<file path="src/rtl/core/rfc_pkg.sv">
// ----------------------------------------------------------------------------
// rfc_pkg: shared types and constants of the result frame checker
// Transaction payload structs, function and status codes, frame constants.
// ----------------------------------------------------------------------------
package rfc_pkg;

   localparam int unsigned CsrIndexWidth = 4;
   localparam int unsigned CsrDataWidth  = 32;

   // Register indexes of the configuration port.
   localparam logic [CsrIndexWidth-1:0] CSR_TIMEOUT_TICKS   = 4'd0;
   localparam logic [CsrIndexWidth-1:0] CSR_FREQ_LIMIT_BITS = 4'd1;

   localparam logic [15:0] TIMEOUT_RESET    = 16'd200;
   localparam logic [30:0] FREQ_LIMIT_RESET = 31'h459C_4000;

   // Function codes of a request.
   localparam logic [1:0] FUNC_START = 2'd0;
   localparam logic [1:0] FUNC_BYTE  = 2'd1;
   localparam logic [1:0] FUNC_TICK  = 2'd2;

   // Result status codes.
   localparam logic [2:0] STATUS_OK        = 3'd0;
   localparam logic [2:0] STATUS_TIMEOUT   = 3'd1;
   localparam logic [2:0] STATUS_BAD_START = 3'd2;
   localparam logic [2:0] STATUS_BAD_END   = 3'd3;
   localparam logic [2:0] STATUS_BAD_SUM   = 3'd4;
   localparam logic [2:0] STATUS_BAD_FREQ  = 3'd5;

   localparam logic [7:0]  START_MARK   = 8'hAA;
   localparam logic [7:0]  END_MARK     = 8'hBB;
   localparam logic [30:0] EXP_ALL_ONES = 31'h7F80_0000;

   // Byte positions within the frame.
   localparam logic [3:0] POS_FIRST    = 4'd0;
   localparam logic [3:0] POS_LAST_PAY = 4'd8;
   localparam logic [3:0] POS_CHECKSUM = 4'd9;

   typedef struct packed {
      logic [1:0] func;
      logic [7:0] rx_byte;
   } req_type;

   typedef struct packed {
      logic [2:0]  status;
      logic [31:0] freq_bits;
      logic [31:0] compute_bits;
   } rsp_type;

   // Everything the judge needs to rate one complete frame.
   typedef struct packed {
      logic [7:0]  first_byte;
      logic [7:0]  last_byte;
      logic [7:0]  xor_sum;
      logic [7:0]  checksum_byte;
      logic [31:0] freq_bits;
      logic [30:0] freq_limit;
   } frame_check_type;

endpackage

</file>
<file path="src/rtl/core/rfc_judge.sv">
// ----------------------------------------------------------------------------
// rfc_judge: status decision for one complete frame
// Checks start mark, end mark, checksum and frequency range, in that order.
// ----------------------------------------------------------------------------
module rfc_judge (
   input  rfc_pkg::frame_check_type frame,
   output logic [2:0]               status
);
   import rfc_pkg::*;

   logic [30:0] mag;
   logic        freq_bad;

   assign mag = frame.freq_bits[30:0];

   // A NaN frequency passes, minus zero passes, and a NaN limit lets every
   // positive frequency through.
   always_comb begin
      if (mag > EXP_ALL_ONES) begin
         freq_bad = 1'b0;
      end else if (frame.freq_bits[31]) begin
         freq_bad = (mag != 31'd0);
      end else if (frame.freq_limit > EXP_ALL_ONES) begin
         freq_bad = 1'b0;
      end else begin
         freq_bad = (mag > frame.freq_limit);
      end
   end

   always_comb begin
      if (frame.first_byte != START_MARK) begin
         status = STATUS_BAD_START;
      end else if (frame.last_byte != END_MARK) begin
         status = STATUS_BAD_END;
      end else if (frame.xor_sum != frame.checksum_byte) begin
         status = STATUS_BAD_SUM;
      end else if (freq_bad) begin
         status = STATUS_BAD_FREQ;
      end else begin
         status = STATUS_OK;
      end
   end

endmodule

</file>
<file path="src/rtl/core/result_frame_checker_unit.sv">
// ----------------------------------------------------------------------------
// result_frame_checker_unit: receiver and checker for an 11-byte reply frame
// Collects start, payload, checksum and end bytes and reports one status.
// ----------------------------------------------------------------------------
// A start transaction arms the receiver, which then takes exactly eleven byte
// transactions with no resynchronization: start mark 0xAA, eight payload bytes
// (little-endian frequency word, then compute time word), an XOR checksum of
// the payload and end mark 0xBB. The eleventh byte produces one result with a
// status and both raw words; tick transactions count toward the timeout and a
// timeout produces a result with zero words. Bytes and ticks while idle, and
// the unused function code, produce nothing. The block takes one transaction
// per clock while the result side keeps up: a request is captured in an input
// register, processed by the frame state logic once the output register can
// take its result, and its result lands in the output register. The only
// stall comes from the result side: while a result waits in the output
// register, one further request can still be captured. Configuration writes
// are always taken and must only be issued while the block is idle.
module result_frame_checker_unit (
   input  logic                                 clock,
   input  logic                                 reset,
   // Request channel.
   input  logic                                 req_valid,
   output logic                                 req_ready,
   input  rfc_pkg::req_type                     req_payload,
   // Result channel.
   output logic                                 rsp_valid,
   input  logic                                 rsp_ready,
   output rfc_pkg::rsp_type                     rsp_payload,
   // Configuration write channel.
   input  logic                                 csr_valid,
   output logic                                 csr_ready,
   input  logic [rfc_pkg::CsrIndexWidth-1:0]    csr_index,
   input  logic [rfc_pkg::CsrDataWidth-1:0]     csr_wdata
);
   import rfc_pkg::*;

   // Configuration registers.
   logic [15:0] timeout_ff;
   logic [30:0] freq_limit_ff;

   // Input register.
   logic    in_valid_ff;
   req_type in_item_ff;

   // Frame state.
   logic        waiting_ff,  waiting_in;
   logic [3:0]  pos_ff,      pos_in;
   logic [7:0]  xor_ff,      xor_in;
   logic [7:0]  first_ff,    first_in;
   logic [7:0]  check_ff,    check_in;
   logic [63:0] payload_ff,  payload_in;
   logic [15:0] tick_ff,     tick_in;

   // Output register.
   logic    out_valid_ff;
   rsp_type out_item_ff;

   logic            process_fire;
   logic            emit;
   rsp_type         result;
   logic [15:0]     tick_next;
   frame_check_type frame;
   logic [2:0]      judged_status;

   // The stored request moves on when the output register is free or is
   // being emptied in this cycle.
   assign process_fire = in_valid_ff && (!out_valid_ff || rsp_ready);
   assign req_ready    = !in_valid_ff || process_fire;
   assign csr_ready    = 1'b1;
   assign rsp_valid    = out_valid_ff;
   assign rsp_payload  = out_item_ff;

   assign tick_next = tick_ff + 16'd1;

   assign frame.first_byte    = first_ff;
   assign frame.last_byte     = in_item_ff.rx_byte;
   assign frame.xor_sum       = xor_ff;
   assign frame.checksum_byte = check_ff;
   assign frame.freq_bits     = payload_ff[31:0];
   assign frame.freq_limit    = freq_limit_ff;

   rfc_judge judge_inst (
      .frame  (frame),
      .status (judged_status)
   );

   // Frame state update for the request held in the input register.
   always_comb begin
      waiting_in = waiting_ff;
      pos_in     = pos_ff;
      xor_in     = xor_ff;
      first_in   = first_ff;
      check_in   = check_ff;
      payload_in = payload_ff;
      tick_in    = tick_ff;
      emit       = 1'b0;
      result.status       = STATUS_OK;
      result.freq_bits    = payload_ff[31:0];
      result.compute_bits = payload_ff[63:32];

      case (in_item_ff.func)
         FUNC_START: begin
            // Starting again while waiting simply restarts the frame.
            waiting_in = 1'b1;
            pos_in     = POS_FIRST;
            xor_in     = 8'd0;
            first_in   = 8'd0;
            check_in   = 8'd0;
            payload_in = 64'd0;
            tick_in    = 16'd0;
         end
         FUNC_TICK: begin
            if (waiting_ff) begin
               tick_in = tick_next;
               // A wrapped count also times out; a zero limit expires on the first tick.
               if (tick_next >= timeout_ff || tick_next == 16'd0) begin
                  waiting_in          = 1'b0;
                  emit                = 1'b1;
                  result.status       = STATUS_TIMEOUT;
                  result.freq_bits    = 32'd0;
                  result.compute_bits = 32'd0;
               end
            end
         end
         FUNC_BYTE: begin
            if (waiting_ff) begin
               if (pos_ff == POS_FIRST) begin
                  first_in = in_item_ff.rx_byte;
                  pos_in   = pos_ff + 4'd1;
               end else if (pos_ff <= POS_LAST_PAY) begin
                  for (int i = 0; i < 8; i++) begin
                     if (pos_ff == 4'(i + 1)) begin
                        payload_in[i*8 +: 8] = in_item_ff.rx_byte;
                     end
                  end
                  xor_in = xor_ff ^ in_item_ff.rx_byte;
                  pos_in = pos_ff + 4'd1;
               end else if (pos_ff == POS_CHECKSUM) begin
                  check_in = in_item_ff.rx_byte;
                  pos_in   = pos_ff + 4'd1;
               end else begin
                  // End byte: the frame is complete.
                  waiting_in    = 1'b0;
                  pos_in        = POS_FIRST;
                  emit          = 1'b1;
                  result.status = judged_status;
               end
            end
         end
         default: begin
            // Unused function code: no effect.
         end
      endcase
   end

   always_ff @(posedge clock) begin
      if (reset) begin
         timeout_ff    <= TIMEOUT_RESET;
         freq_limit_ff <= FREQ_LIMIT_RESET;
      end else if (csr_valid && csr_ready) begin
         if (csr_index == CSR_TIMEOUT_TICKS) begin
            timeout_ff <= csr_wdata[15:0];
         end else if (csr_index == CSR_FREQ_LIMIT_BITS) begin
            freq_limit_ff <= csr_wdata[30:0];
         end
      end
   end

   always_ff @(posedge clock) begin
      if (reset) begin
         in_valid_ff <= 1'b0;
      end else if (req_ready) begin
         in_valid_ff <= req_valid;
      end
      if (req_valid && req_ready) begin
         in_item_ff <= req_payload;
      end
   end

   always_ff @(posedge clock) begin
      if (reset) begin
         waiting_ff <= 1'b0;
         pos_ff     <= POS_FIRST;
         tick_ff    <= 16'd0;
      end else if (process_fire) begin
         waiting_ff <= waiting_in;
         pos_ff     <= pos_in;
         tick_ff    <= tick_in;
      end
      if (process_fire) begin
         xor_ff     <= xor_in;
         first_ff   <= first_in;
         check_ff   <= check_in;
         payload_ff <= payload_in;
      end
   end

   always_ff @(posedge clock) begin
      if (reset) begin
         out_valid_ff <= 1'b0;
      end else if (process_fire) begin
         out_valid_ff <= emit;
      end else if (rsp_ready) begin
         out_valid_ff <= 1'b0;
      end
      if (process_fire && emit) begin
         out_item_ff <= result;
      end
   end

endmodule

</file>
<file path="config.mk">
export PLATFORM = sky130hd
export DESIGN_NAME = result_frame_checker_unit
export DESIGN_NICKNAME = d
export VERILOG_FILES = /design/src/rtl/core/rfc_pkg.sv /design/src/rtl/core/rfc_judge.sv /design/src/rtl/core/result_frame_checker_unit.sv
export SDC_FILE = /design/constraint.sdc
export NUM_CORES = 1
export LEC_CHECK = 0
export BUFFER_PORTS_ARGS = -buffer_cell sky130_fd_sc_hd__buf_2
export CORE_MARGIN = 5
export CORE_UTILIZATION = 45
export DETAILED_ROUTE_END_ITERATION = 16
export SLEW_MARGIN = 20
export SYNTH_ARGS = -nofsm -noshare
export SYNTH_HDL_FRONTEND = slang
export SYNTH_SLANG_ARGS = --single-unit
</file>
<file path="constraint.sdc">
create_clock -name clock -period 12.13 [get_ports clock]
set_input_delay 0 -clock clock [delete_from_list [all_inputs] [get_ports clock]]
set_output_delay 0 -clock clock [all_outputs]
set_load 0.02 [all_outputs]
</file>
# [Yosys cells after proc, flatten, opt, wreduce, memory -nomap -nowiden]
# Index checks and enable logic that the tools add are counted.
[totals] regBits=235 latchBits=0 ramBits=0 mem_bits_ro=0 input_bits=51 out_inout_bits=70 wordCells=157 memories=0
[op_classes] n_addsub=2 n_mul=0 div_mod_pow=0 magnitude_cmp=5 n_eq_ne=30 shift=0 muxes=62 n_bitwise=2 reduce_logical=33
[op_table] operator="two-way mux 64 bit" n=4
[op_table] operator="two-way mux 8 bit" n=17
[op_table] operator="two-way mux 65 bit" n=2
[op_table] operator="one-hot mux 64 bit (2 select lines)" n=1
[op_table] operator="> comparator 31 bit, second input constant" n=2
[op_table] operator="AND reduction 6 bit" n=9
[op_table] operator="one-hot mux 8 bit (2 select lines)" n=3
[op_table] operator="one-hot mux 16 bit (2 select lines)" n=1
[op_table] operator="> comparator 31 bit" n=1
[op_table] operator="nonzero test 31 bit" n=1
[op_table] operator="!= test 2 bit, second input constant" n=15
[op_table] operator="two-way mux 3 bit" n=8
[op_table] operator="two-way mux 1 bit" n=17
[op_table] operator="adder 16 x 1 -> 16 bit, second input constant" n=1
[op_table] operator="equality test 4 x 3 -> 1 bit, second input constant" n=4
[op_table] operator="greater-or-equal comparator 16 bit" n=1
[op_table] operator="zero test 16 bit" n=1
[op_table] operator="two-way mux 16 bit" n=1
[op_table] operator="two-way mux 4 bit" n=4
[op_table] operator="!= test 8 bit, second input constant" n=2
[op_table] operator="AND reduction 3 bit" n=3
[op_table] operator="equality test 4 x 1 -> 1 bit, second input constant" n=2
[op_table] operator="equality test 4 x 2 -> 1 bit, second input constant" n=2
[op_table] operator="equality test 4 bit, second input constant" n=2
[op_table] operator="other kinds (21)" n=30

# [Logic depth before layout (Yosys ltp)]
[depth] depth_word=13 depth_mapped=15 depth_no_buf=13

# [Cells and area by module]
# Synthesis repeated with hierarchy kept, for this count alone.
[unflattened] cells_unflattened=947 hier_area_um2=10601.4
[by_module_without_submodules] module="result_frame_checker_unit" n_inst=1 cells_per_inst=784 area_per_inst_um2=9439.1 seq_area_each_um2=6356.1
[by_module_without_submodules] module="rfc_judge" n_inst=1 cells_per_inst=163 area_per_inst_um2=1162.4 seq_area_each_um2=0.0

# [Worst setup path before layout]
# Ideal clock, no wire load.
[synth_timing] path_type="register -> register" startpoint="reg tick_ff[2]" endpoint="reg out_item_ff (netlist bit rsp_payload[0]) (enable)" setup_ps=658 t_arrival_ps=8915 required_ps=11472 slack_ps=2557 stages_incl_launch_ff=12 path_buffers=1 period_less_slack_ps=9573 path_cell_list="dfxtp_1 nand3_1 or2_2 clkbuf_1 nor4_1 xor2_1 ha_1 nand4_1 nor4_1 a211oi_1 and3b_1 nor4_1"
[synth_via] elab_chain_cells=7 word_cells_on_any_way=8 classes_between="add/sub: 1; order compare: 1; mux: 3; reduce/logical: 3"
[synth_lines] item="start: declaration" line="result_frame_checker_unit.sv:52" text="logic [15:0] tick_ff, tick_in;"
[synth_lines] item="start signal: assignment" line="result_frame_checker_unit.sv:188" text="tick_ff <= tick_in;"
[synth_lines] item="adder 16 x 1 -> 16 bit *" line="result_frame_checker_unit.sv:73" text="assign tick_next = tick_ff + 16'd1;"
[synth_lines] item="greater-or-equal comparator 16 bit / zero test 16 bit (equally long branches)" line="result_frame_checker_unit.sv:116" text="if (tick_next >= timeout_ff || tick_next == 16'd0) begin"
[synth_lines] item="logical OR 1 bit *" line="result_frame_checker_unit.sv:116"
[synth_lines] item="two-way mux 1 bit *" line="result_frame_checker_unit.sv:116"
[synth_lines] item="two-way mux 1 bit *" line="result_frame_checker_unit.sv:113" text="if (waiting_ff) begin"
[synth_lines] item="one-hot mux 1 bit (2 select lines) *" line="result_frame_checker_unit.sv:101" text="case (in_item_ff.func)"
[synth_lines] item="logical AND 1 bit *" line="result_frame_checker_unit.sv:206" text="if (process_fire && emit) begin"
[synth_lines] item="end signal: assignment" line="result_frame_checker_unit.sv:207" text="out_item_ff <= result;"
[synth_lines] item="end: declaration" line="result_frame_checker_unit.sv:56" text="rsp_type out_item_ff;"
# Mark *: on every way between the ends. The rest lies on a longest branch, timed or not.
# A chain may end at the register's enable or synchronous reset.

# [Final worst setup path]
[layout_timing] startpoint="reg tick_ff[2]" endpoint="reg out_item_ff (netlist bit rsp_payload[18]) (enable)"
# The elaborated chain is that of the path after synthesis.

==> metrics.txt <==
Crit path top cell by count nor4_1; Reg clk slew, reported paths 0.06 ns; top cell type's share of synthesized area 0.476; Most used DFF post-synth edfxtp_1; max frequency 227 MHz; dominant cells by area after synthesis edfxtp_1 (48%), dfxtp_1 (13%), ha_1 (6.7%); initial antenna violation count 0; Placed Cells incl. Taps 1282; io pins 121; P per Cell Area 134 nW/um^2; switching power 354 uW; syn_nets 1015; power consumption 1.69 mW; GPL Wtd Cong 0.826; Pint 1.33 mW; via/cell ratio 5.10; WP buf/inv 1; Critical Path, Cell by Cell nand3_1 -> or2_2 -> nor4_1 -> xor2_1 -> ha_1 -> nand4_1 -> nor4_1 -> a211oi_1 -> and3b_1 -> nor4_2 -> buf_4; post-DP HPWL 15600 um; CTS tree yes; static leakage 4.62 nW; Sink Count 235; Synth area leader edfxtp_1; post-synthesis adder-cell area fraction 0.0674; post-CTS sizing 0; Worst path max stage delay 0.73 ns; mux contribution to synthesized area 0.00313; core area 22700 um^2; Final nets 1182; switch share 0.210; Synth Area in Compound Gates 0.0775; Clock Latency Late Sink 0.51 ns; DR vias 7035; Filler Cell Count 1977; Crit path arrival time 4.54 ns; GRT Residual Overflow 0; power share of the sequential group 0.523; CTS buffer count 26; Final Hold Viols 0; WHS 0.0893 ns; Worst slew margin 0.365; site row count 55; ys async rst share 0; Area Overhead vs Synth 20.7%; routed wire length 22900 um; count leader, synth edfxtp_1; routed len/inst 16.6 um; post-synthesis xor/xnor area fraction 0.0261; maxcap violations 0; PortBufs 118; Seq cells post-synth 235; min Tclk post-route 4.40 ns; drt drc 0; setup bufs post-CTS 0; final non-filler cell total 1380; number of global-route vias before repair 6808; critical path type reg2reg; proportion of layout cells with a drive suffix above 1 0.157; number of flops mapped to enable cells by yosys 165; post-synthesis sequential area ratio 0.611; Worst Tran Pin Value 0.953 ns; Total GRT Usage 0.172; data required time of the worst path 12.27 ns; maximum fanout along the worst path 64; area of the die 26300 um^2; Max VDD drop 0.0000857 V; Die X 162 um; R2R setup slack 7.73 ns; Initial Utilization 0.458; hold crit path type in2reg; CP delay by family, top simple AND/OR/NAND/NOR gates; die height 162 um; Netlist cell types 58; Worst setup EP type flop; outcome complete, no violations; Synth Warn # 0; CTS H-tree lvls 1; Combinational Power Share 0.043; drt first pass iters 5; worst clock skew 0.00802 ns; # setup viols final 0; Syn Inst Count 908; wire length of the first global-routing pass 36200 um; Startpoint Class flop; Final period util 0.363; post-route ant nets 0; Max Slew Vio Count 0; Simple-Gate Fraction of Synth Area 0.178; Root Buffer clkbuf_16; CP max-delay cell buf_4; unrepaired setup endpoints after global routing false; area of the mapped netlist 10400 um^2; Clk pwr share 0.435; setup TNS 0 ns; largest net degree at the start of global routing 66; CTS Buffer Depth 3; combinational family with the most area after synthesis simple AND/OR/NAND/NOR gates; Synth top cells by count edfxtp_1 (165), nand2_1 (123), a21oi_1 (73), dfxtp_1 (70), nor2b_1 (68); mean area per synthesized cell 11.5 um^2; ant diodes 0; drt first-iter violations 448
[per-layer routing]
metal	global-route usage	vias up	wire length, um
met4	0.0458	0	549
met1	0.239	3293	10600
met3	0.0264	36	965
li1	-	3556	-
met5	0	-	0
met2	0.283	150	10800
[cell usage in the layout, fill, tap and decap left out, types with 15 or more instances in the layout]
cell,netlist,routed
dlygate4sd3_1,0,50
edfxtp_1,165,165
nand2_1,123,123
dfxtp_1,70,70
nor4_1,20,18
inv_1,57,57
clkbuf_16,0,27
nor2b_1,68,68
a21oi_1,73,72
buf_2,2,118
and2_1,28,28
ha_1,56,56
o21ai_0,15,15
nor2_1,42,42
xor2_1,24,24
[tightest hold or removal path, stage by stage]
cell and delay, ns:
buf_2 0.09, buf_4 0.30, nor2_1 0.16
[worst paths after layout]
| check | cells past startpoint | from | endpoint |
|---|---|---|---|
| max reg2reg | 11 | tick_ff[2]$_SDFFE_PP0P_ | rsp_payload[18]$_DFFE_PP_ |
| max | 11 | tick_ff[2]$_SDFFE_PP0P_ | rsp_payload[18]$_DFFE_PP_ |
| min | 3 | reset | in_valid_ff$_SDFFE_PP0N_ |
| min reg2reg | 2 | freq_limit_ff[29]$_SDFFE_PP0P_ | freq_limit_ff[29]$_SDFFE_PP0P_ |
[cell type report]
type                       instances  area, um^2  area share
tap                              285         357      0.0284
clock inverter                    14        98.8     0.00787
multi-input combinational        581        3690       0.294
clock buffer                      34         702      0.0559
sequential                       235        6360       0.506
timing repair buffer             174        1140      0.0905
inverter                          57         214      0.0170
[cells by family after synthesis]
family,Yosys count
AOI/OAI and AO/OA,135
buffers and inverters,92
other,1
and+or+nand+nor,355
xor gates and xnor gates,31
adders and majority gates,56
muxes,3
DFF,235
[power by group through the flow]
stage / Combinational (mW) / Clock, mW / Sequential (mW)
2_1_floorplan: 0.0375 / 0 / 0.894
3_3_place_gp: 0.0601 / 0 / 0.898
3_5_place_dp: 0.0611 / 0 / 0.898
4_1_cts: 0.0727 / 0.752 / 0.881
5_1_grt: 0.0807 / 0.787 / 0.882
6_report: 0.0722 / 0.733 / 0.881
[state kept, by name, summed over array words and instances, names as in the netlist]
name and count:
check_ff 8, first_ff 8, frame 8, freq_limit_ff 31, in_item_ff 2, in_valid_ff 1
payload_ff 64, pos_ff 4, rsp_payload 67, rsp_valid 1, tick_ff 16, timeout_ff 16
waiting_ff 1, xor_ff 8
[per-stage QoR]
| step | util | instance area [um^2] | setup slack [ns] |
|---|---|---|---|
| floorplan | - | 10400 | 2.56 |
| global placement | 0.496 | 11300 | 7.83 |
| detailed placement | 0.496 | 11300 | 7.72 |
| CTS | 0.553 | 12600 | 7.70 |
| global route | 0.553 | 12600 | 7.41 |
| finish | 0.553 | 12600 | 7.73 |
[what timing repair did]
action / 4_1_cts / 5_1_grt
hold buffers: 50 / 0
hold endpoints to repair: 59 / 0
setup endpoints to repair: 0 / 0
Power figures use the tool's default switching activity.
